## config.mk

```make
export PLATFORM = sky130hd
export DESIGN_NAME = rtp_vvc_depacketizer_core
export DESIGN_NICKNAME = d
export VERILOG_FILES = /design/src/rtl/rvd_pkg.sv /design/src/rtl/rtp_vvc_depacketizer_core.sv /design/src/rtl/rvd_front.sv /design/src/rtl/rvd_queue.sv /design/src/rtl/rvd_back.sv
export SDC_FILE = /design/constraint.sdc
export NUM_CORES = 2
export LEC_CHECK = 0
export BUFFER_PORTS_ARGS = -buffer_cell sky130_fd_sc_hd__buf_4
export CELL_PAD_IN_SITES_DETAIL_PLACEMENT = 1
export CELL_PAD_IN_SITES_GLOBAL_PLACEMENT = 1
export CORE_MARGIN = 2
export CORE_UTILIZATION = 45
export DETAILED_ROUTE_END_ITERATION = 16
export HOLD_SLACK_MARGIN = 0.12
export PLACE_DENSITY_LB_ADDON = 0.1
export SETUP_SLACK_MARGIN = 0.5
export SLEW_MARGIN = 10
export SYNTH_ARGS = -nofsm -noshare
export SYNTH_HDL_FRONTEND = slang
export SYNTH_SLANG_ARGS = --single-unit
```

## constraint.sdc

```tcl
create_clock -name clock -period 12.1 [get_ports clock]
set_clock_uncertainty 0.1 [all_clocks]
set_input_delay 0.605 -clock clock [delete_from_list [all_inputs] [get_ports clock]]
set_output_delay 0.605 -clock clock [all_outputs]
set_load 0.01 [all_outputs]
```

## src/rtl/rvd_pkg.sv

```systemverilog
package rvd_pkg;

   // Largest NAL unit that fragment reassembly may build.
   localparam int MAX_UNIT_BYTES = 1048576;
   // Unit byte counter width: holds a full single or aggregated unit and the fragment limit.
   localparam int CNT_W = $clog2(((MAX_UNIT_BYTES > 65536) ? MAX_UNIT_BYTES : 65536) + 1);

   // Result kinds.
   localparam logic [1:0] KIND_DATA   = 2'd0;
   localparam logic [1:0] KIND_END    = 2'd1;
   localparam logic [1:0] KIND_ABORT  = 2'd2;
   localparam logic [1:0] KIND_REJECT = 2'd3;

   // Packet modes.
   localparam logic [1:0] MODE_IDLE   = 2'd0;
   localparam logic [1:0] MODE_SINGLE = 2'd1;
   localparam logic [1:0] MODE_AGG    = 2'd2;
   localparam logic [1:0] MODE_FRAG   = 2'd3;

   // Aggregation packet phases.
   localparam logic [2:0] AGG_SIZE_HI0 = 3'd0;
   localparam logic [2:0] AGG_DONL     = 3'd1;
   localparam logic [2:0] AGG_SIZE_HI  = 3'd2;
   localparam logic [2:0] AGG_SIZE_LO  = 3'd3;
   localparam logic [2:0] AGG_DATA     = 3'd4;

   // NAL unit types of the payload header.
   localparam logic [4:0] TYPE_AP = 5'd28;
   localparam logic [4:0] TYPE_FU = 5'd29;

   // Results of one input item, and the depth of the queue between front and back.
   localparam int MAX_RES = 4;
   localparam int QD      = 4;

   typedef struct packed {
      logic [7:0]  payload_byte;
      logic        packet_first;
      logic        packet_last;
      logic [15:0] rtp_seq;
      logic [31:0] rtp_timestamp;
      logic [15:0] payload_length;
   } req_type;

   typedef struct packed {
      logic [1:0]  kind;
      logic [7:0]  unit_byte;
      logic        unit_first;
      logic        lost_flag;
      logic [31:0] unit_timestamp;
      logic [20:0] unit_length;
   } rsp_type;

   typedef struct packed {
      logic [2:0]                 count;
      rsp_type [MAX_RES-1:0]      res;
   } bundle_type;

   typedef struct packed {
      logic       valid;
      bundle_type bundle;
   } fq_push_type;

endpackage

```

## src/rtl/rtp_vvc_depacketizer_core.sv

```systemverilog
// Channel   Ports                          Direction  Transfer when
// input     req_push req_full req_item     in         req_push && !req_full
// result    rsp_empty rsp_pop rsp_item     out        rsp_pop && !rsp_empty
// control   csr_we csr_wdata               in         csr_we
//
// One payload byte is taken per cycle while req_full is low; the front works out all
// of its results (zero to four) in that cycle and queues any of them as one bundle.
// Results leave one per cycle while rsp_pop is high, from a four-bundle queue; req_full rises when it is full.
// Reset is synchronous and clears all packet, unit and queue state.
module rtp_vvc_depacketizer_core (
   input  logic             clock,
   input  logic             reset,
   input  logic             req_push,
   output logic             req_full,
   input  rvd_pkg::req_type req_item,
   output logic             rsp_empty,
   input  logic             rsp_pop,
   output rvd_pkg::rsp_type rsp_item,
   input  logic             csr_we,
   input  logic             csr_wdata
);

   rvd_pkg::fq_push_type push;
   rvd_pkg::bundle_type  head;
   logic                 q_full;
   logic                 q_empty;
   logic                 q_pop;

   assign req_full = q_full;

   rvd_front u_front (
      .clock     (clock),
      .reset     (reset),
      .accept    (req_push && !q_full),
      .item      (req_item),
      .csr_we    (csr_we),
      .csr_wdata (csr_wdata),
      .push      (push)
   );

   rvd_queue u_queue (
      .clock (clock),
      .reset (reset),
      .push  (push),
      .pop   (q_pop),
      .full  (q_full),
      .empty (q_empty),
      .head  (head)
   );

   rvd_back u_back (
      .clock     (clock),
      .reset     (reset),
      .q_empty   (q_empty),
      .head      (head),
      .q_pop     (q_pop),
      .rsp_empty (rsp_empty),
      .rsp_pop   (rsp_pop),
      .rsp_item  (rsp_item)
   );

`ifndef NO_ASSERTIONS
   // The front never offers a bundle the queue cannot take.
   a_no_overflow: assert property (@(posedge clock) disable iff (reset)
      push.valid |-> !q_full) else $error("bundle pushed into a full queue");

   // Nothing is waiting right after reset.
   a_empty_after_reset: assert property (@(posedge clock)
      $past(reset) |-> rsp_empty) else $error("result present after reset");

   // Only data results carry a unit byte.
   a_byte_only_data: assert property (@(posedge clock) disable iff (reset)
      (!rsp_empty && rsp_item.kind != rvd_pkg::KIND_DATA) |-> rsp_item.unit_byte == 8'd0)
      else $error("unit byte on a non-data result");
`endif

endmodule

```

## src/rtl/rvd_front.sv

```systemverilog
module rvd_front (
   input  logic                 clock,
   input  logic                 reset,
   input  logic                 accept,
   input  rvd_pkg::req_type     item,
   input  logic                 csr_we,
   input  logic                 csr_wdata,
   output rvd_pkg::fq_push_type push
);

   logic                      use_donl_ff;
   logic                      seeded_ff, seeded_in;
   logic                      lost_ff, lost_in;
   logic [15:0]               last_seq_ff, last_seq_in;
   logic                      open_ff, open_in;
   logic [rvd_pkg::CNT_W-1:0] cnt_ff, cnt_in;
   logic [7:0]                hdr0_ff, hdr0_in;
   logic [7:0]                hdr1_ff, hdr1_in;
   logic [1:0]                mode_ff, mode_in;
   logic [15:0]               pos_ff, pos_in;
   logic [15:0]               left_ff, left_in;
   logic [2:0]                phase_ff, phase_in;
   logic [15:0]               agg_left_ff, agg_left_in;
   logic                      agg_first_ff, agg_first_in;
   logic [31:0]               ptime_ff, ptime_in;
   logic [1:0]                frag_bits_ff, frag_bits_in;
   rvd_pkg::bundle_type       bundle_in;

   // Classify one byte and work out every result it causes, plus the next state.
   always_comb begin
      logic [2:0]                n;
      logic [15:0]               rem;
      logic [15:0]               pos;
      logic [15:0]               len;
      logic [15:0]               need;
      logic [15:0]               extra;
      logic [15:0]               dlen;
      logic [rvd_pkg::CNT_W:0]   base;
      logic                      start;
      n = 3'd0;
      bundle_in = '0;
      seeded_in = seeded_ff;
      lost_in = lost_ff;
      last_seq_in = last_seq_ff;
      open_in = open_ff;
      cnt_in = cnt_ff;
      hdr0_in = hdr0_ff;
      hdr1_in = hdr1_ff;
      mode_in = mode_ff;
      pos_in = pos_ff;
      left_in = left_ff;
      phase_in = phase_ff;
      agg_left_in = agg_left_ff;
      agg_first_in = agg_first_ff;
      ptime_in = ptime_ff;
      frag_bits_in = frag_bits_ff;
      rem = left_ff;
      pos = pos_ff;
      len = '0;
      need = '0;
      extra = '0;
      dlen = '0;
      base = '0;
      start = 1'b0;

      if (item.packet_first) begin
         // A new packet closes the one still in progress.
         if (mode_in != rvd_pkg::MODE_IDLE) begin
            if (mode_in == rvd_pkg::MODE_SINGLE) begin
               if (pos_in >= 16'd2) begin
                  bundle_in.res[n[1:0]] = '{kind: rvd_pkg::KIND_END, unit_byte: 8'd0,
                     unit_first: 1'b0, lost_flag: lost_in, unit_timestamp: ptime_in,
                     unit_length: 21'(cnt_in)};
                  n = n + 3'd1;
                  lost_in = 1'b0;
                  open_in = 1'b0;
                  cnt_in = '0;
               end
            end else if (mode_in == rvd_pkg::MODE_AGG) begin
               if (phase_in == rvd_pkg::AGG_DATA && agg_left_in != 16'd0) begin
                  if (open_in) begin
                     bundle_in.res[n[1:0]] = '{kind: rvd_pkg::KIND_ABORT, default: '0};
                     n = n + 3'd1;
                  end
                  open_in = 1'b0;
                  cnt_in = '0;
                  lost_in = 1'b1;
               end else if (phase_in >= rvd_pkg::AGG_DONL && phase_in <= rvd_pkg::AGG_SIZE_LO) begin
                  lost_in = 1'b1;
               end
            end else begin
               if (pos_in >= 16'd3 && open_in && frag_bits_in[0]) begin
                  bundle_in.res[n[1:0]] = '{kind: rvd_pkg::KIND_END, unit_byte: 8'd0,
                     unit_first: 1'b0, lost_flag: lost_in, unit_timestamp: ptime_in,
                     unit_length: 21'(cnt_in)};
                  n = n + 3'd1;
                  lost_in = 1'b0;
                  open_in = 1'b0;
                  cnt_in = '0;
               end
            end
            mode_in = rvd_pkg::MODE_IDLE;
         end
         if (item.payload_length < (use_donl_ff ? 16'd5 : 16'd3)) begin
            // Too short to hold a payload header.
            bundle_in.res[n[1:0]] = '{kind: rvd_pkg::KIND_REJECT, default: '0};
            n = n + 3'd1;
            mode_in = rvd_pkg::MODE_IDLE;
         end else begin
            if (!seeded_in) begin
               seeded_in = 1'b1;
               last_seq_in = item.rtp_seq - 16'd1;
            end
            if (item.rtp_seq != last_seq_in + 16'd1) begin
               lost_in = 1'b1;
               if (open_in) begin
                  bundle_in.res[n[1:0]] = '{kind: rvd_pkg::KIND_ABORT, default: '0};
                  n = n + 3'd1;
               end
               open_in = 1'b0;
               cnt_in = '0;
            end
            last_seq_in = item.rtp_seq;
            ptime_in = item.rtp_timestamp;
            hdr0_in = item.payload_byte;
            pos_in = 16'd1;
            left_in = item.payload_length - 16'd1;
            phase_in = rvd_pkg::AGG_SIZE_HI0;
            agg_first_in = 1'b1;
            frag_bits_in = 2'd0;
            // A one-byte packet carries nothing and is simply closed.
            if (item.packet_last || left_in == 16'd0) mode_in = rvd_pkg::MODE_IDLE;
            else mode_in = rvd_pkg::MODE_SINGLE;
         end
      end else if (mode_ff != rvd_pkg::MODE_IDLE) begin
         if (mode_ff == rvd_pkg::MODE_SINGLE) begin
            if (pos == 16'd1) begin
               // Second header byte decides the packet type.
               hdr1_in = item.payload_byte;
               if (item.payload_byte[7:3] == rvd_pkg::TYPE_AP) begin
                  mode_in = rvd_pkg::MODE_AGG;
                  phase_in = rvd_pkg::AGG_SIZE_HI0;
               end else if (item.payload_byte[7:3] == rvd_pkg::TYPE_FU) begin
                  mode_in = rvd_pkg::MODE_FRAG;
               end else begin
                  if (open_in) begin
                     bundle_in.res[n[1:0]] = '{kind: rvd_pkg::KIND_ABORT, default: '0};
                     n = n + 3'd1;
                  end
                  open_in = 1'b1;
                  bundle_in.res[n[1:0]] = '{kind: rvd_pkg::KIND_DATA, unit_byte: hdr0_ff,
                     unit_first: 1'b1, default: '0};
                  n = n + 3'd1;
                  bundle_in.res[n[1:0]] = '{kind: rvd_pkg::KIND_DATA,
                     unit_byte: item.payload_byte, default: '0};
                  n = n + 3'd1;
                  cnt_in = rvd_pkg::CNT_W'(2);
               end
            end else begin
               bundle_in.res[n[1:0]] = '{kind: rvd_pkg::KIND_DATA, unit_byte: item.payload_byte,
                  unit_first: (cnt_in == '0), default: '0};
               n = n + 3'd1;
               cnt_in = cnt_in + rvd_pkg::CNT_W'(1);
            end
         end else if (mode_ff == rvd_pkg::MODE_AGG) begin
            // Aggregation packet: optional DONL or DOND, 16-bit size, then the unit.
            case (phase_ff)
               rvd_pkg::AGG_SIZE_HI0: begin
                  need = 16'd2 + (use_donl_ff ? (agg_first_ff ? 16'd2 : 16'd1) : 16'd0);
                  if (rem <= need) begin
                     mode_in = rvd_pkg::MODE_IDLE;
                  end else if (use_donl_ff) begin
                     phase_in = agg_first_ff ? rvd_pkg::AGG_DONL : rvd_pkg::AGG_SIZE_HI;
                  end else begin
                     agg_left_in = {item.payload_byte, 8'd0};
                     phase_in = rvd_pkg::AGG_SIZE_LO;
                  end
               end
               rvd_pkg::AGG_DONL: begin
                  phase_in = rvd_pkg::AGG_SIZE_HI;
               end
               rvd_pkg::AGG_SIZE_HI: begin
                  agg_left_in = {item.payload_byte, 8'd0};
                  phase_in = rvd_pkg::AGG_SIZE_LO;
               end
               rvd_pkg::AGG_SIZE_LO: begin
                  len = agg_left_ff | {8'd0, item.payload_byte};
                  if (open_in) begin
                     bundle_in.res[n[1:0]] = '{kind: rvd_pkg::KIND_ABORT, default: '0};
                     n = n + 3'd1;
                  end
                  open_in = 1'b0;
                  cnt_in = '0;
                  if (len < 16'd3 || rem == 16'd0 || len > rem - 16'd1) begin
                     lost_in = 1'b1;
                     bundle_in.res[n[1:0]] = '{kind: rvd_pkg::KIND_REJECT, default: '0};
                     n = n + 3'd1;
                     phase_in = rvd_pkg::AGG_SIZE_HI0;
                     mode_in = rvd_pkg::MODE_IDLE;
                  end else begin
                     open_in = 1'b1;
                     agg_left_in = len;
                     phase_in = rvd_pkg::AGG_DATA;
                  end
               end
               default: begin
                  bundle_in.res[n[1:0]] = '{kind: rvd_pkg::KIND_DATA, unit_byte: item.payload_byte,
                     unit_first: (cnt_in == '0), default: '0};
                  n = n + 3'd1;
                  cnt_in = cnt_in + rvd_pkg::CNT_W'(1);
                  if (agg_left_in != 16'd0) agg_left_in = agg_left_in - 16'd1;
                  if (agg_left_in == 16'd0) begin
                     bundle_in.res[n[1:0]] = '{kind: rvd_pkg::KIND_END, unit_byte: 8'd0,
                        unit_first: 1'b0, lost_flag: lost_in, unit_timestamp: ptime_in,
                        unit_length: 21'(cnt_in)};
                     n = n + 3'd1;
                     lost_in = 1'b0;
                     open_in = 1'b0;
                     cnt_in = '0;
                     phase_in = rvd_pkg::AGG_SIZE_HI0;
                     agg_first_in = 1'b0;
                  end
               end
            endcase
         end else begin
            if (pos == 16'd2) begin
               // Fragment header: check the size limit, then start or continue the unit.
               extra = use_donl_ff ? 16'd2 : 16'd0;
               dlen = (rem >= 16'd1 + extra) ? rem - 16'd1 - extra : 16'd0;
               start = item.payload_byte[7];
               base = start ? (rvd_pkg::CNT_W+1)'(2) :
                      (open_ff ? {1'b0, cnt_ff} : '0);
               if (base + (rvd_pkg::CNT_W+1)'(dlen) >
                   (rvd_pkg::CNT_W+1)'(rvd_pkg::MAX_UNIT_BYTES)) begin
                  bundle_in.res[n[1:0]] = '{kind: rvd_pkg::KIND_REJECT, default: '0};
                  n = n + 3'd1;
                  mode_in = rvd_pkg::MODE_IDLE;
               end else if (start) begin
                  if (open_in) begin
                     bundle_in.res[n[1:0]] = '{kind: rvd_pkg::KIND_ABORT, default: '0};
                     n = n + 3'd1;
                  end
                  open_in = 1'b1;
                  bundle_in.res[n[1:0]] = '{kind: rvd_pkg::KIND_DATA, unit_byte: hdr0_ff,
                     unit_first: 1'b1, default: '0};
                  n = n + 3'd1;
                  bundle_in.res[n[1:0]] = '{kind: rvd_pkg::KIND_DATA,
                     unit_byte: {item.payload_byte[4:0], hdr1_ff[2:0]}, default: '0};
                  n = n + 3'd1;
                  cnt_in = rvd_pkg::CNT_W'(2);
                  frag_bits_in = {1'b1, item.payload_byte[6]};
               end else if (!open_ff) begin
                  lost_in = 1'b1;
                  mode_in = rvd_pkg::MODE_IDLE;
               end else begin
                  frag_bits_in = {1'b0, item.payload_byte[6]};
               end
            end else if (pos >= (use_donl_ff ? 16'd5 : 16'd3)) begin
               bundle_in.res[n[1:0]] = '{kind: rvd_pkg::KIND_DATA, unit_byte: item.payload_byte,
                  unit_first: (cnt_in == '0), default: '0};
               n = n + 3'd1;
               cnt_in = cnt_in + rvd_pkg::CNT_W'(1);
            end
         end

         pos_in = pos + 16'd1;
         left_in = (rem != 16'd0) ? rem - 16'd1 : 16'd0;

         // Packet end by the last flag or by the length running out.
         if (mode_in != rvd_pkg::MODE_IDLE && (item.packet_last || left_in == 16'd0)) begin
            if (mode_in == rvd_pkg::MODE_SINGLE) begin
               if (pos_in >= 16'd2) begin
                  bundle_in.res[n[1:0]] = '{kind: rvd_pkg::KIND_END, unit_byte: 8'd0,
                     unit_first: 1'b0, lost_flag: lost_in, unit_timestamp: ptime_in,
                     unit_length: 21'(cnt_in)};
                  n = n + 3'd1;
                  lost_in = 1'b0;
                  open_in = 1'b0;
                  cnt_in = '0;
               end
            end else if (mode_in == rvd_pkg::MODE_AGG) begin
               if (phase_in == rvd_pkg::AGG_DATA && agg_left_in != 16'd0) begin
                  if (open_in) begin
                     bundle_in.res[n[1:0]] = '{kind: rvd_pkg::KIND_ABORT, default: '0};
                     n = n + 3'd1;
                  end
                  open_in = 1'b0;
                  cnt_in = '0;
                  lost_in = 1'b1;
               end else if (phase_in >= rvd_pkg::AGG_DONL && phase_in <= rvd_pkg::AGG_SIZE_LO) begin
                  lost_in = 1'b1;
               end
            end else begin
               if (pos_in >= 16'd3 && open_in && frag_bits_in[0]) begin
                  bundle_in.res[n[1:0]] = '{kind: rvd_pkg::KIND_END, unit_byte: 8'd0,
                     unit_first: 1'b0, lost_flag: lost_in, unit_timestamp: ptime_in,
                     unit_length: 21'(cnt_in)};
                  n = n + 3'd1;
                  lost_in = 1'b0;
                  open_in = 1'b0;
                  cnt_in = '0;
               end
            end
            mode_in = rvd_pkg::MODE_IDLE;
         end
      end
      bundle_in.count = n;
   end

   assign push.valid  = accept && (bundle_in.count != 3'd0);
   assign push.bundle = bundle_in;

   // Packet and unit state advances on each transfer.
   always_ff @(posedge clock) begin
      if (reset) begin
         use_donl_ff  <= 1'b0;
         seeded_ff    <= 1'b0;
         lost_ff      <= 1'b0;
         last_seq_ff  <= '0;
         open_ff      <= 1'b0;
         cnt_ff       <= '0;
         hdr0_ff      <= '0;
         hdr1_ff      <= '0;
         mode_ff      <= rvd_pkg::MODE_IDLE;
         pos_ff       <= '0;
         left_ff      <= '0;
         phase_ff     <= rvd_pkg::AGG_SIZE_HI0;
         agg_left_ff  <= '0;
         agg_first_ff <= 1'b1;
         ptime_ff     <= '0;
         frag_bits_ff <= '0;
      end else begin
         if (csr_we) use_donl_ff <= csr_wdata;
         if (accept) begin
            seeded_ff    <= seeded_in;
            lost_ff      <= lost_in;
            last_seq_ff  <= last_seq_in;
            open_ff      <= open_in;
            cnt_ff       <= cnt_in;
            hdr0_ff      <= hdr0_in;
            hdr1_ff      <= hdr1_in;
            mode_ff      <= mode_in;
            pos_ff       <= pos_in;
            left_ff      <= left_in;
            phase_ff     <= phase_in;
            agg_left_ff  <= agg_left_in;
            agg_first_ff <= agg_first_in;
            ptime_ff     <= ptime_in;
            frag_bits_ff <= frag_bits_in;
         end
      end
   end

endmodule

```

## src/rtl/rvd_queue.sv

```systemverilog
module rvd_queue (
   input  logic                 clock,
   input  logic                 reset,
   input  rvd_pkg::fq_push_type push,
   input  logic                 pop,
   output logic                 full,
   output logic                 empty,
   output rvd_pkg::bundle_type  head
);

   localparam int PW = $clog2(rvd_pkg::QD);

   rvd_pkg::bundle_type mem_ff [rvd_pkg::QD];
   logic [PW-1:0]       wr_ff, wr_in;
   logic [PW-1:0]       rd_ff, rd_in;
   logic [PW:0]         count_ff, count_in;
   logic                do_push, do_pop;

   assign full    = (count_ff == (PW+1)'(rvd_pkg::QD));
   assign empty   = (count_ff == '0);
   assign head    = mem_ff[rd_ff];
   assign do_push = push.valid && !full;
   assign do_pop  = pop && !empty;

   // Pointer and fill count updates.
   always_comb begin
      wr_in    = do_push ? wr_ff + PW'(1) : wr_ff;
      rd_in    = do_pop ? rd_ff + PW'(1) : rd_ff;
      count_in = count_ff + (PW+1)'(do_push) - (PW+1)'(do_pop);
   end

   always_ff @(posedge clock) begin
      if (reset) begin
         wr_ff    <= '0;
         rd_ff    <= '0;
         count_ff <= '0;
      end else begin
         wr_ff    <= wr_in;
         rd_ff    <= rd_in;
         count_ff <= count_in;
      end
   end

   // Bundle storage.
   always_ff @(posedge clock) begin
      if (do_push) mem_ff[wr_ff] <= push.bundle;
   end

endmodule

```

## src/rtl/rvd_back.sv

```systemverilog
module rvd_back (
   input  logic                clock,
   input  logic                reset,
   input  logic                q_empty,
   input  rvd_pkg::bundle_type head,
   output logic                q_pop,
   output logic                rsp_empty,
   input  logic                rsp_pop,
   output rvd_pkg::rsp_type    rsp_item
);

   logic [1:0] idx_ff, idx_in;
   logic       take;
   logic       last;

   // Present the head bundle one result at a time.
   assign rsp_empty = q_empty;
   assign rsp_item  = head.res[idx_ff];
   assign take      = rsp_pop && !q_empty;
   assign last      = ({1'b0, idx_ff} == head.count - 3'd1);
   assign q_pop     = take && last;

   always_comb begin
      idx_in = idx_ff;
      if (take) idx_in = last ? 2'd0 : idx_ff + 2'd1;
   end

   always_ff @(posedge clock) begin
      if (reset) begin
         idx_ff <= 2'd0;
      end else begin
         idx_ff <= idx_in;
      end
   end

endmodule

```

# Yosys cells after proc, flatten, opt, wreduce, memory -nomap -nowiden
# Memories as Yosys holds them, arrays and structs flattened. A register that Yosys moved wholly into a read port is not among the register bits.
# Cells that the tools add are included.
[word_totals] mem_bits_rw=1052 out_inout_bits=67 input_bits=80 elab_cells=466 regBits=148 memories=1
[mem_list] memory="u_queue.mem_ff" words=4 width=263 read_ports=1 rd_ports_with_merged_regs=1 write_ports=1 line="rvd_queue.sv:13" source="rvd_pkg::bundle_type mem_ff [rvd_pkg::QD];"
[op_classes] magnitude_cmp=30 addsub=24 n_reduce_logical=52 bitwise_logic=15 mux=305 n_eq_ne=19
[op_table] cell="260-bit 2-to-1 mux" n=20
[op_table] cell="65-bit 2-to-1 mux" n=35
[op_table] cell="260-bit bitwise mux" n=5
[op_table] cell="65-bit demux with 2-bit select" n=7
[op_table] cell="21-bit 2-to-1 mux" n=29
[op_table] cell="195-bit 2-to-1 mux" n=3
[op_table] cell="256-bit inverter" n=2
[op_table] cell="63-bit by 252-bit bitwise AND with 252-bit output" n=2
[op_table] cell="252-bit inverter" n=2
[op_table] cell="16-bit 2-to-1 mux" n=25
[op_table] cell="130-bit case mux with 2 select lines" n=1
[op_table] cell="256-bit bitwise AND" n=1
[op_table] cell="64-bit by 256-bit bitwise AND with 256-bit output" n=1
[op_table] cell="64-bit 2-to-1 mux" n=3
[op_table] cell="3-bit 2-to-1 mux" n=60
[op_table] cell="65-bit binary-select mux with 2-bit select" n=1
[op_table] cell="130-bit 2-to-1 mux" n=1
[op_table] cell="1-bit 2-to-1 mux" n=82
[op_table] cell="16-bit by 2-bit greater-or-equal comparator with 1-bit output (second input constant)" n=4
[op_table] cell="16-bit zero test" n=4
[op_table] cell="16-bit case mux with 4 select lines" n=1
[op_table] cell="16-bit by 1-bit subtractor with 16-bit output (second input constant)" n=4
[op_table] cell="63-bit 2-to-1 mux" n=1
[op_table] cell="2-bit 2-to-1 mux" n=24
[op_table] cell="other kinds (58)" n=127

# Longest topological paths before layout
[depth] depth_word=34 mapped_depth=36 mapped_depth_nobuf=34

# Modules after synthesis
# Synthesis repeated with hierarchy kept, for this count alone.
[unflattened] cells_unflattened=3990 hier_area_um2=56360.3
[modules_own_cells] mod="rvd_queue" cells_per_inst=1424 seq_area_each_um2=31770.5 n_inst=1 area_each_um2=38296.7
[modules_own_cells] mod="rvd_front" cells_per_inst=2463 seq_area_each_um2=2782.7 n_inst=1 area_each_um2=16199.3
[modules_own_cells] mod="rvd_back" cells_per_inst=102 seq_area_each_um2=40.0 n_inst=1 area_each_um2=1850.5
[modules_own_cells] mod="rtp_vvc_depacketizer_core" cells_per_inst=1 seq_area_each_um2=0.0 n_inst=1 area_each_um2=13.8

# Worst setup path before layout
# Ideal clock, no wire load.
[synth_timing] path_kind="register to register" from="register u_front.left_ff[0]" to="memory u_queue.mem_ff[0][0] (netlist bit), enable pin" path_stages_with_launch=31 t_required_ps=11353 synth_period_minus_slack_ps=13385 path_buffers=2 setup_ps=647 setup_slack_ps=-1285 arrival_ps=12638 path_cell_list="dfxtp_1 -> clkbuf_1 -> inv_1 -> ha_1 -> or3b_1 -> o21ai_0 -> and2_1 -> nand3_1 -> or4b_2 -> nor4_1 -> nand2_1 -> or3_1 -> a21oi_1 -> ha_1 -> clkbuf_1 -> a21o_1 -> a221oi_1 -> a21boi_0 -> nor2_1 -> nor3_1 -> mux2i_1 -> a311oi_1 -> a31oi_1 -> ha_1 -> o21ai_0 -> o32ai_1 -> nor3_1 -> a32o_1 -> inv_2 -> o41a_1 -> and2_1"
[synth_rtl] element="start, declared" line="rvd_front.sv:21" source="logic [15:0] left_ff, left_in;"
[synth_rtl] element="start signal, assigned" line="rvd_front.sv:344" source="left_ff <= left_in;"
[synth_rtl] element="end, declared" line="rvd_queue.sv:13"

==> run summary <==
The run finished with clean final reports. The die is 355 um tall. The number of nets produced by synthesis was 4236; the fraction of registers with async set/reset was 0. The tools report the launch point of the worst reg-to-reg path as u_front.left_ff[0]. STA classifies the critical path endpoint as a flip-flop.

Summing every instance area after synthesis gives 55500 um^2. Counting along the longest clock path gives a buffer depth of 3. The number of flops mapped to enable cells by yosys was 1012.

The logs give 159 mm for the total wire length and 0.0977 GHz for the maximum frequency from static timing analysis. The wire length on met2 came out at 77.4 mm. During placement, the flow inserted port buffers numbering 146. For this run the aggregate overflow at the end of global routing stands at 0.

The number of placed instances, taps included, is 5645. The top layer used by detailed routing was met4. Startpoint of the worst hold path: req_item[73].

Detailed routing placed a total of 6.96 mm of wire on met3. The post-CTS repair timing setup buffer count is 0, and the slew at the pin with the worst max-slew slack is 1.12 ns. At the later pin of the worst-skew pair, clock insertion delay measures 0.74 ns. The core region area was 122000 um^2. The post-synthesis cell type count came out at 107. The nature of the critical path startpoint is a flip-flop.

Max-cap violations in this run came to 0. The number of max-slew violations in the final report is 0, and the post-route clock period utilization is 0.845. The average routed wire per standard cell works out to 26.9 um. Number of hold violations in the final report: 0.

By area the synthesized netlist is led by sky130_fd_sc_hd__edfxtp_1, sky130_fd_sc_hd__mux4_2, sky130_fd_sc_hd__dfxtp_1, sky130_fd_sc_hd__nor2_1, sky130_fd_sc_hd__nand2_1. Data required time at the worst endpoint: 12.35 ns. The startpoint of the most critical setup path was u_front.left_ff[0]. Ratio of total power to cell area: 139 nW/um^2.

The register clock-pin slew on the reported worst setup and hold paths is 0.07 ns. The proportion of netlist area held by the largest area contributor works out to 0.547. In the routed design, unresolved DRC markers number 0. After detailed routing, the wire length on met1 is 72.0 mm. The net count of the finished layout is 4354. The via count of the first global-routing pass came out at 37500.

In the synthesized netlist the dominant register cell turns out to be sky130_fd_sc_hd__edfxtp_1. The final number of setup-violating endpoints is 0, and the total die area is 126000 um^2. For the pin count of the biggest net entering global routing, the log shows 131. The min-delay analysis places its worst path in the category input port to flip-flop. The floorplan has 128 rows.

The critical path is of the flip-flop to flip-flop type. The library cell used most frequently in the layout, excluding fill and tap cells, is sky130_fd_sc_hd__edfxtp_1. Root buffer cell: sky130_fd_sc_hd__clkbuf_16. Of all nets on the critical path, the largest fanout is 122.

The largest area contributor in the netlist was sky130_fd_sc_hd__edfxtp_1. Measured along the x axis, the die boundary spans 355 um. The first global-routing pass estimated 243 mm of wire.

Each instance of the synthesized netlist takes up on average 13.6 um^2. Among the stages of the critical path, the cell type that occurs most often is sky130_fd_sc_hd__ha_1. The final instance count without filler cells is 5935. For the total track usage, the log shows 0.253.

The number of flip-flops and latches in the synthesized netlist was 1162; the relative max-transition margin was 0.237. The number of clock sinks is 1162, and the routability congestion estimate from global placement is 0.877. TritonCTS built the clock tree. The share of cells above drive strength 1 came out at 0.187.

Leaving out fill and tap cells, the most frequent cells in the layout are sky130_fd_sc_hd__edfxtp_1, sky130_fd_sc_hd__nor2_1, sky130_fd_sc_hd__nand2_1, sky130_fd_sc_hd__mux4_2, sky130_fd_sc_hd__buf_4. Before antenna repair, the detailed router went through 5 iterations. The post-synthesis sequential area ratio came out at 0.601. Among all stages on the critical path, the largest delay is contributed by sky130_fd_sc_hd__or4b_2. The wire-length estimate of the detail-placed layout is 102 mm. After detailed routing, the number of vias per cell comes to 6.08. The starting density of the core was 0.455; the antenna cell count was 0. For this block, the via count after detailed routing is 36100. The H-tree was split into 3 levels. The run gives 0 as the count of yosys warnings during synthesis. Setup repair after global routing left no endpoint under its margin. After technology mapping, the gate count stands at 4090. The largest single stage delay on the critical path is 0.74 ns. The analysis attributes to cell leakage a power of 0.0212 uW. Post-CTS repair changed the size of 0 cells. Data on the critical path arrives at its endpoint at 10.48 ns. Number of antenna-violating nets in the routed design: 0. The smallest clock period supported by the final layout is computed as 10.23 ns. Across the VDD grid, the largest voltage drop is 0.121 mV.

Counting the buffers created by CTS gives 118. 147 I/O pins were placed. Compared with the post-synthesis result, the final layout area differs by 13.2%. The initial antenna violation count came out at 1.

The starting DRC count in detailed routing was 2852. Summed over all failing endpoints, the final setup total negative slack is 0 ns.
## critical path: cells and delay by family (launching register included)
family	cells	cell delay [ns]
flops	1	0.43
fa+ha+maj	3	1.01
compound gates	11	2.96
simple gates	11	3.98
mux	1	0.20
buf+inv	3	0.96
## metrics by stage
step                setup WS (ns)  power [uW]  area [um^2]  hold WS, ns   util
floorplan                    1.58        4930        55500        0.334      -
global placement             2.16        5210        58400        0.343  0.478
detailed placement           2.04        5210        58400        0.353  0.478
CTS                          1.98        8820        62900        0.121  0.515
global route                 1.19        9030        62900        0.178  0.515
finish                       1.87        8750        62900        0.176  0.515
## worst paths after layout
| kind | to | slack (ns) | cells after the start |
|---|---|---|---|
| worst min register to register | u_front.last_seq_ff[5] | 0.36 | 2 |
| worst min-delay path | u_front.hdr0_ff[7] | 0.18 | 3 |
| worst max-delay path | u_queue.mem_ff[3][147] | 1.87 | 29 |
| worst max register to register | u_queue.mem_ff[3][147] | 1.87 | 29 |
## Yosys cell counts (16+ instances only)
cell / instances
sky130_fd_sc_hd__edfxtp_1: 1012
sky130_fd_sc_hd__nor2_1: 321
sky130_fd_sc_hd__nand2_1: 315
sky130_fd_sc_hd__mux4_2: 309
sky130_fd_sc_hd__clkbuf_1: 235
sky130_fd_sc_hd__a21oi_1: 203
sky130_fd_sc_hd__o21ai_0: 156
sky130_fd_sc_hd__dfxtp_1: 150
sky130_fd_sc_hd__and2_1: 135
sky130_fd_sc_hd__nor3_1: 99
sky130_fd_sc_hd__inv_1: 76
sky130_fd_sc_hd__nand3_1: 70
sky130_fd_sc_hd__and3_1: 65
sky130_fd_sc_hd__ha_1: 63
sky130_fd_sc_hd__xnor2_1: 63
sky130_fd_sc_hd__xor2_1: 51
sky130_fd_sc_hd__buf_1: 46
sky130_fd_sc_hd__nor4_1: 41
sky130_fd_sc_hd__a22oi_1: 40
sky130_fd_sc_hd__a31oi_1: 36
sky130_fd_sc_hd__a211oi_1: 33
sky130_fd_sc_hd__mux2i_1: 31
sky130_fd_sc_hd__or3_1: 31
sky130_fd_sc_hd__nand4_1: 30
sky130_fd_sc_hd__o211ai_1: 25
sky130_fd_sc_hd__o22ai_1: 25
sky130_fd_sc_hd__o31ai_1: 25
sky130_fd_sc_hd__nor2b_1: 23
sky130_fd_sc_hd__a21o_1: 21
sky130_fd_sc_hd__a221oi_1: 21
sky130_fd_sc_hd__nand2b_1: 21
sky130_fd_sc_hd__or2_2: 21
sky130_fd_sc_hd__o21a_1: 17
sky130_fd_sc_hd__a211o_1: 16
## metal layers
| metal | up-vias | global-route usage |
|---|---|---|
| met3 | 191 | 0.0284 |
| met5 | - | 0 |
| li1 | 16200 | - |
| met4 | 0 | 0.0652 |
| met1 | 18800 | 0.361 |
| met2 | 851 | 0.415 |
## report_power, final
group | switching [uW] | internal, uW
Combinational | 494 | 280
Sequential | 43.2 | 4330
Clock | 1570 | 2030
Total | 2110 | 6640
## timing repair
action	CTS	global route
endpoints found under the setup margin	0	0
hold buffers	68	0
hold endpoints to repair	68	0
## cell families (layout without fill, tap and decap cells)
group | Yosys count | count (layout) | synth area share
multiplexers | 350 | 350 | 0.133
AO/OA/AOI/OAI | 756 | 756 | 0.0896
adder cells (fa/ha/maj) | 69 | 69 | 0.0158
XOR/XNOR | 118 | 118 | 0.0196
buffers and inverters | 377 | 597 | 0.0261
AND/OR/NAND/NOR | 1258 | 1258 | 0.114
flip-flops | 1162 | 1162 | 0.601
## sequential cells by signal, indices dropped and copies added, names as in the netlist, 8 cells and up, named ones only
register,count
u_queue.mem_ff,1012
u_front.last_seq_ff,16
u_front.ptime_ff,32
u_front.hdr0_ff,8
u_front.left_ff,16
u_front.cnt_ff,21
u_front.agg_left_ff,16
u_front.pos_ff,16
## final cells by class
class                      count  area [um^2]
fill                       12100        59200
sequential                  1162        33400
multi-input combinational   2551        20800
clock buffer                 141         3080
timing repair buffer         293         2510
tap                         1625         2030
clock inverter                81          739
inverter                      82          308
Power figures use the tool's default switching activity.
